$ cat src/hw/rtl/ray_box_slab_intersect_macros.svh
// ----------------------------------------------------------------------------
// ray box slab intersect assertion macros
// shared concurrent assertion forms, clocked on aclk, off during reset
// ----------------------------------------------------------------------------
`ifndef RAY_BOX_SLAB_INTERSECT_MACROS_SVH
`define RAY_BOX_SLAB_INTERSECT_MACROS_SVH

// same-cycle implication
`define RBSI_ASSERT_NOW(label, ante, cons) \
    label: assert property (@(posedge aclk) disable iff (!aresetn) (ante) |-> (cons)) \
        else $error("rbsi assertion failed");

// next-cycle implication
`define RBSI_ASSERT_NEXT(label, ante, cons) \
    label: assert property (@(posedge aclk) disable iff (!aresetn) (ante) |=> (cons)) \
        else $error("rbsi assertion failed");

`endif

$ cat src/hw/rtl/rbsi_pkg.sv
// ----------------------------------------------------------------------------
// rbsi_pkg
// shared types, constants and helpers of the ray box slab intersect block
// ----------------------------------------------------------------------------
package rbsi_pkg;

    localparam int AXES      = 3;
    localparam int DIV_STEPS = 32;
    // init stage, one stage per quotient bit, saturating output stage
    localparam int DIV_LAT   = DIV_STEPS + 2;

    localparam logic [7:0] REG_HALF_SIZE = 8'd0;
    localparam logic [7:0] REG_EPSILON   = 8'd1;

    localparam logic [30:0] HALF_SIZE_RST = 31'd32768;
    localparam logic [15:0] EPSILON_RST   = 16'd7;

    localparam logic [31:0] Q_MAX = 32'h7fff_ffff;
    localparam logic [31:0] Q_MIN = 32'h8000_0000;

    // divider operand: numerator magnitude in units of 2^-16, divisor magnitude
    typedef struct packed {
        logic [32:0] mag;
        logic [31:0] den;
        logic        neg;
    } div_op_t;

    // per item side data carried alongside the dividers
    typedef struct packed {
        logic                  valid;
        logic [AXES-1:0][31:0] org;
        logic [AXES-1:0][31:0] dir;
        logic [AXES-1:0]       par;
        logic [AXES-1:0]       ins;
    } side_t;

    function automatic logic [31:0] sat32(input logic signed [49:0] v);
        logic [31:0] r;
        if (v > $signed({18'd0, Q_MAX})) begin
            r = Q_MAX;
        end else if (v < $signed({{18{1'b1}}, Q_MIN})) begin
            r = Q_MIN;
        end else begin
            r = v[31:0];
        end
        return r;
    endfunction

endpackage

$ cat src/hw/rtl/rbsi_div_pipe.sv
// ----------------------------------------------------------------------------
// rbsi_div_pipe
// pipelined restoring divider, one quotient bit per stage, saturating q16.16
// ----------------------------------------------------------------------------
module rbsi_div_pipe import rbsi_pkg::*; (
    input  logic        aclk,
    input  logic        en,
    input  div_op_t     op,
    output logic [31:0] quo
);

    logic [31:0] rem_reg [0:DIV_STEPS];
    logic [31:0] q_reg   [0:DIV_STEPS];
    logic [31:0] den_reg [0:DIV_STEPS];
    logic [15:0] lo_reg  [0:DIV_STEPS];
    logic        sat_reg [0:DIV_STEPS];
    logic        neg_reg [0:DIV_STEPS];
    logic [31:0] quo_reg;

    // quotient of 2^32 or more saturates anyway, so start from the top 17 bits
    always_ff @(posedge aclk) begin
        if (en) begin
            rem_reg[0] <= {15'd0, op.mag[32:16]};
            q_reg[0]   <= '0;
            den_reg[0] <= op.den;
            lo_reg[0]  <= op.mag[15:0];
            sat_reg[0] <= {15'd0, op.mag[32:16]} >= op.den;
            neg_reg[0] <= op.neg;
        end
    end

    for (genvar k = 0; k < DIV_STEPS; k++) begin : g_step
        logic        nbit;
        logic [32:0] trial;
        logic        take;
        assign nbit  = (k < 16) ? lo_reg[k][15 - (k % 16)] : 1'b0;
        assign trial = {rem_reg[k], nbit};
        assign take  = trial >= {1'b0, den_reg[k]};
        always_ff @(posedge aclk) begin
            if (en) begin
                rem_reg[k+1] <= take ? 32'(trial - {1'b0, den_reg[k]}) : trial[31:0];
                q_reg[k+1]   <= {q_reg[k][30:0], take};
                den_reg[k+1] <= den_reg[k];
                lo_reg[k+1]  <= lo_reg[k];
                sat_reg[k+1] <= sat_reg[k];
                neg_reg[k+1] <= neg_reg[k];
            end
        end
    end

    always_ff @(posedge aclk) begin
        if (en) begin
            if (!neg_reg[DIV_STEPS]) begin
                quo_reg <= (sat_reg[DIV_STEPS] || q_reg[DIV_STEPS][31]) ? Q_MAX
                                                                         : q_reg[DIV_STEPS];
            end else if (sat_reg[DIV_STEPS] || q_reg[DIV_STEPS] > Q_MIN) begin
                quo_reg <= Q_MIN;
            end else begin
                quo_reg <= 32'(-q_reg[DIV_STEPS]);
            end
        end
    end

    assign quo = quo_reg;

endmodule

$ cat config.mk
export PLATFORM = sky130hd
export DESIGN_NAME = rbsi_div_pipe
export DESIGN_NICKNAME = d
export VERILOG_FILES = /design/src/hw/rtl/ray_box_slab_intersect_macros.svh /design/src/hw/rtl/rbsi_pkg.sv /design/src/hw/rtl/rbsi_div_pipe.sv
export SDC_FILE = /design/constraint.sdc
export NUM_CORES = 2
export LEC_CHECK = 0
export ABC_CLOCK_PERIOD_IN_PS = 11930
export BUFFER_PORTS_ARGS = -buffer_cell sky130_fd_sc_hd__buf_4
export CAP_MARGIN = 40
export CORE_ASPECT_RATIO = 1.5
export CORE_MARGIN = 2
export CORE_UTILIZATION = 45
export DETAILED_ROUTE_END_ITERATION = 10
export PLACE_DENSITY_LB_ADDON = 0.15
export SYNTH_ARGS = -nofsm -noshare
export SYNTH_HDL_FRONTEND = slang
export SYNTH_SLANG_ARGS = --single-unit
$ cat constraint.sdc
create_clock -name aclk -period 11.93 [get_ports aclk]
set_clock_uncertainty 0.2 [all_clocks]
set_input_delay 1.193 -clock aclk [delete_from_list [all_inputs] [get_ports aclk]]
set_output_delay 1.193 -clock aclk [all_outputs]
set_load 0.02 [all_outputs]
* After elaboration in Yosys (flattened, before gate mapping)
Memory sizes are Yosys's and may differ from the RTL's.
Index checks and enable logic that the tools add are counted.
** Word-level totals
- Register bits :: 32
- RAM bits :: 3762
- Input bits :: 68
- Output and inout bits :: 32
- Word-level logic and storage cells :: 113
- Memories :: 6
** Cells by class
- $add $sub $neg :: 33
- Order comparisons :: 34
- Multiplexer cells :: 37
- Reduce and logical (&&, ||, !) cells :: 2
** Memories
- den_reg :: words 33, bits a word 32, rd ports 32, clocked after Yosys merged registers in 0, wr ports 33, line rbsi_div_pipe.sv:14 : logic [31:0] den_reg [0:DIV_STEPS];
- q_reg :: words 33, bits a word 32, rd ports 33, clocked after Yosys merged registers in 0, wr ports 33, line rbsi_div_pipe.sv:13 : logic [31:0] q_reg [0:DIV_STEPS];
- rem_reg :: words 33, bits a word 32, rd ports 32, clocked after Yosys merged registers in 0, wr ports 33, line rbsi_div_pipe.sv:12 : logic [31:0] rem_reg [0:DIV_STEPS];
- lo_reg :: words 33, bits a word 16, rd ports 32, clocked after Yosys merged registers in 0, wr ports 33, line rbsi_div_pipe.sv:15 : logic [15:0] lo_reg [0:DIV_STEPS];
- neg_reg :: words 33, bits a word 1, rd ports 33, clocked after Yosys merged registers in 0, wr ports 33, line rbsi_div_pipe.sv:17 : logic neg_reg [0:DIV_STEPS];
- sat_reg :: words 33, bits a word 1, rd ports 33, clocked after Yosys merged registers in 0, wr ports 33, line rbsi_div_pipe.sv:16 : logic sat_reg [0:DIV_STEPS];
** Operator list (number)
- 32-bit two-way mux :: 35
- 33-bit by 32-bit greater-or-equal comparator with 1-bit output :: 32
- 32-bit subtractor :: 32
- 17-bit by 32-bit greater-or-equal comparator with 1-bit output :: 1
- 32-bit greater-than comparator (second input constant) :: 1
- 32-bit negator :: 1
- 1-bit logical OR :: 2
- 1-bit two-way mux :: 2

* Longest topological paths before layout
An unclocked memory read counts as a cell.
- Word-level depth :: 5
- Mapped depth :: 17
- Depth with buffers taken out :: 15

* Worst setup path after synthesis
OpenSTA, ideal clock, no wires.
- Path kind :: register to register
- Start point :: memory rem_reg[13][5] (netlist: rem_reg[0][421])
- End point :: memory rem_reg[14][24] (netlist: rem_reg[0][472]) (data pin)
- Setup time :: 0.262 ns
- Arrival :: 3.447 ns
- Data required time :: 11.468 ns
- Setup slack :: 8.021 ns
- Stages on the path, launching flop included :: 14
- Path buffers :: 1
- Clock period less this slack :: 3.909 ns
- Path through :: edfxtp_1 -> ha_1 -> a21oi_2 -> nand2_1 -> o31ai_2 -> o31ai_1 -> a31o_1 -> or4_1 -> a31oi_2 -> o21a_1 -> a31oi_1 -> nor4_4 -> buf_6 -> mux2_1
** RTL lines (line)
- start: declaration :: rbsi_div_pipe.sv:12

==> impl_metrics.sql <==
INSERT INTO impl_metrics (metric_group, metric, value, unit) VALUES
('cells_and_area', 'fraction_of_final_layout_cells_with_drive_strength_greater_than_1', '0.07679', ''),
('routing', 'detailedRoute.firstIterationViolations', '6169', ''),
('floorplan', 'core_area', '0.3264', 'mm2'),
('run', 'drv_cap', '0', ''),
('sta', 'timing.final.setup_violations', '0', ''),
('clock_tree', 'clock_sinks', '2795', ''),
('setup_path', 'worstSetupEndpoint', 'rem_reg[0][937]', ''),
('sta', 'hold_violations', '0', ''),
('min_path', 'hold_crit_class', 'register to register', ''),
('cells_and_area', 'largest_reg_flops', '1024', ''),
('routing', 'routedWlPerCell', '22.52', 'um'),
('sta', 'maxSlewHeadroom', '0.2883', ''),
('floorplan', 'ios', '100', ''),
('clock_tree', 'htree_num_levels', '5', ''),
('routing', 'vias_per_cell', '5.577', ''),
('floorplan', 'design.die.area', '0.3321', 'mm2'),
('sta', 'final_min_period_over_clock_period', '0.4370', ''),
('logic_synthesis', 'async_reset_ff_frac', '0', ''),
('setup_path', 'r2r_cells', '14', ''),
('logic_synthesis', 'mappedNetlistNets', '13760', ''),
('logic_synthesis', 'netlist_instances', '12630', ''),
('placement', 'worst_slack_placed', '6.723', 'ns'),
('global_routing', 'grt_overflow', '0', ''),
('sta', 'grt_setup_unrepaired', 'no', ''),
('setup_path', 'cp-end-kind', 'register', ''),
('cells_and_area', 'final_common_cell', 'sky130_fd_sc_hd__edfxtp_1', ''),
('clock_tree', 'ctsResizeCount', '0', ''),
('logic_synthesis', 'synth_edf_count', '2795', ''),
('floorplan', 'die_w', '471.2', 'um'),
('setup_path', 'element_type_at_the_critical_path_start', 'register', ''),
('logic_synthesis', 'synth.yosys.seq_area_share', '0.5696', ''),
('sta', 'min_period', '5.214', 'ns'),
('clock_tree', 'cts_clock_pin_slew_for_the_worst_setup_and_hold_paths', '0.07', 'ns'),
('clock_tree', 'worstSkewPairLatency', '0.89', 'ns'),
('clock_tree', 'tritoncts_clock_tree', 'yes', ''),
('logic_synthesis', 'synthFlopType', 'sky130_fd_sc_hd__edfxtp_1', ''),
('setup_path', 'setup_slack_reg_to_reg', '6.72', 'ns'),
('global_routing', 'grtUsageMet1', '0.2234', ''),
('global_routing', 'first_global_vias', '99560', ''),
('power', 'power-per-cell-area', '269.9', 'mW/mm2'),
('routing', 'postRouteAntennaNets', '0', ''),
('global_routing', 'grt_util_all_layers', '0.2317', ''),
('cells_and_area', 'final_cell_mix', '2795 x sky130_fd_sc_hd__edfxtp_1, 1295 x sky130_fd_sc_hd__inv_1, 1144 x sky130_fd_sc_hd__a21oi_1', ''),
('routing', 'drc', '0', ''),
('logic_synthesis', 'synth.ff_latch_count', '2795', ''),
('placement', 'port_buffers', '99', ''),
('setup_path', 'path_max_fanout', '53', ''),
('setup_path', 'crit_arrival', '5.63', 'ns'),
('setup_path', 'data_required_time_at_the_worst_endpoint', '12.34', 'ns'),
('logic_synthesis', 'syn_area_per_cell', '11.67', 'um2'),
('sta', 'final.setup.worst_slack', '6.716', 'ns'),
('logic_synthesis', 'number_of_synthesis_warnings', '0', ''),
('routing', 'route.vias.total', '96870', ''),
('run_status', 'run_status', 'complete, no violations', ''),
('power', 'static-leakage-power', '0.06570', 'uW'),
('clock_tree', 'hold_buffers', '0', ''),
('global_routing', 'number_of_antenna_violations_at_the_first_check_in_global_routing', '13', ''),
('sta', 'tns', '0', 'ns'),
('logic_synthesis', 'synthDistinctLibCells', '93', ''),
('routing', 'drtPass1Iterations', '6', ''),
('routing', 'drt_wl_total', '391100', 'um'),
('cells_and_area', 'area_added_between_synthesis_and_finish', '10.86', '%'),
('min_path', 'hold_path_cell_cnt', '0', ''),
('floorplan', 'chipHeight', '704.8', 'um'),
('power', 'vdd_drop_max', '0.1761', 'mV'),
('sta', 'final-max-slew-violation-count', '0', ''),
('global_routing', 'top_usage_layer', 'met2', ''),
('placement', 'globalplace.congestion', '0.9653', ''),
('clock_tree', 'tritoncts.num_buffers', '293', ''),
('global_routing', 'global_route_wire_length_before_repair', '589500', 'um'),
('sta', 'fmaxAchievable', '191.8', 'MHz');
[worst min path at each step]
stage,start,to,slack (ns)
floorplan,lo_reg[0][84],lo_reg[0][100],0.20
global placement,lo_reg[0][66],lo_reg[0][82],0.20
detailed placement,lo_reg[0][116],lo_reg[0][132],0.20
CTS,op[33],lo_reg[0][0],0.18
global route,lo_reg[0][49],lo_reg[0][65],0.20
finish,lo_reg[0][49],lo_reg[0][65],0.19
[report_power, final]
part           internal [uW]  switching (uW)
registers              14200            1590
clock network           5460            3900
logic                   7770           11200
total                  27400           16700
[worst max-delay path, cell delays in order (launching register included)]
cell	delay [ns]
sky130_fd_sc_hd__edfxtp_1	0.43
sky130_fd_sc_hd__inv_1	0.08
sky130_fd_sc_hd__ha_1	0.23
sky130_fd_sc_hd__nor2b_1	0.13
sky130_fd_sc_hd__o21ai_0	0.25
sky130_fd_sc_hd__a21boi_1	0.14
sky130_fd_sc_hd__o31ai_1	0.75
sky130_fd_sc_hd__a211oi_1	0.32
sky130_fd_sc_hd__a21oi_1	0.46
sky130_fd_sc_hd__o21ai_1	0.26
sky130_fd_sc_hd__a221oi_1	0.50
sky130_fd_sc_hd__o21a_1	0.38
sky130_fd_sc_hd__o21ai_4	0.07
sky130_fd_sc_hd__buf_4	0.34
sky130_fd_sc_hd__mux2_2	0.35
[Yosys cell counts, drive strengths merged, types with 42 or more instances]
cell / number / area share
a21boi: 47 / 0.0024
inv: 1296 / 0.033
nor2: 769 / 0.020
a21o: 500 / 0.025
mux2: 289 / 0.022
a21oi: 1148 / 0.039
buf: 78 / 0.0028
nand2b: 162 / 0.0069
o311ai: 43 / 0.0027
nand3: 166 / 0.0056
o21bai: 109 / 0.0056
o21ai: 851 / 0.029
ha: 1027 / 0.087
or3: 46 / 0.0020
nor2b: 165 / 0.0070
nand2: 861 / 0.022
a211oi: 71 / 0.0036
o31ai: 77 / 0.0041
xnor2: 478 / 0.028
nor3: 139 / 0.0048
xor2: 339 / 0.020
nand4: 155 / 0.0066
and3: 63 / 0.0027
a31oi: 102 / 0.0045
o21a: 130 / 0.0066
clkbuf: 197 / 0.0050
and2: 42 / 0.0018
edfxtp: 2795 / 0.57
[metal layers]
layer	wire, um	share of wire	vias to the layer above
met5	11	0.000028	-
met4	29960	0.077	2
met3	12740	0.033	882
met2	215800	0.55	2056
met1	132600	0.34	47260
li1	-	-	46670
[layout make-up]
| class | count | area, um2 |
|---|---|---|
| clock inverters | 175 | 1999 |
| repair buffers | 216 | 1949 |
| inverters | 1296 | 4865 |
| clock buffers | 341 | 7619 |
| flip-flops and latches | 2795 | 83930 |
| well taps | 4273 | 5346 |
| diodes | 9 | 22.52 |
| fillers | 28530 | 163000 |
| multi-input cells | 8264 | 57620 |
[cells by family after synthesis]
| logic type | after synthesis | synth area share |
|---|---|---|
| multiplexers | 306 | 0.02324 |
| AND/OR/NAND/NOR | 2723 | 0.08660 |
| buffers and inverters | 1571 | 0.04085 |
| XOR/XNOR | 817 | 0.04856 |
| adder cells (fa/ha/maj) | 1058 | 0.09142 |
| AO/OA/AOI/OAI | 3360 | 0.1397 |
| flip-flops | 2795 | 0.5696 |
[through the flow]
stage	power [uW]	instances	utilization	instance area, um2	hold slack [ns]
after floorplan	29040	12630	-	147300	0.2003
after global placement	34550	16810	0.4694	153200	0.2003
after detailed placement	34860	16840	0.4708	153700	0.2045
after CTS	44460	17350	0.5003	163300	0.1790
after global routing	47000	17370	0.5005	163300	0.1978
final	44090	17370	0.5005	163300	0.1944
No activity file was read; power rests on OpenSTA's default activity.
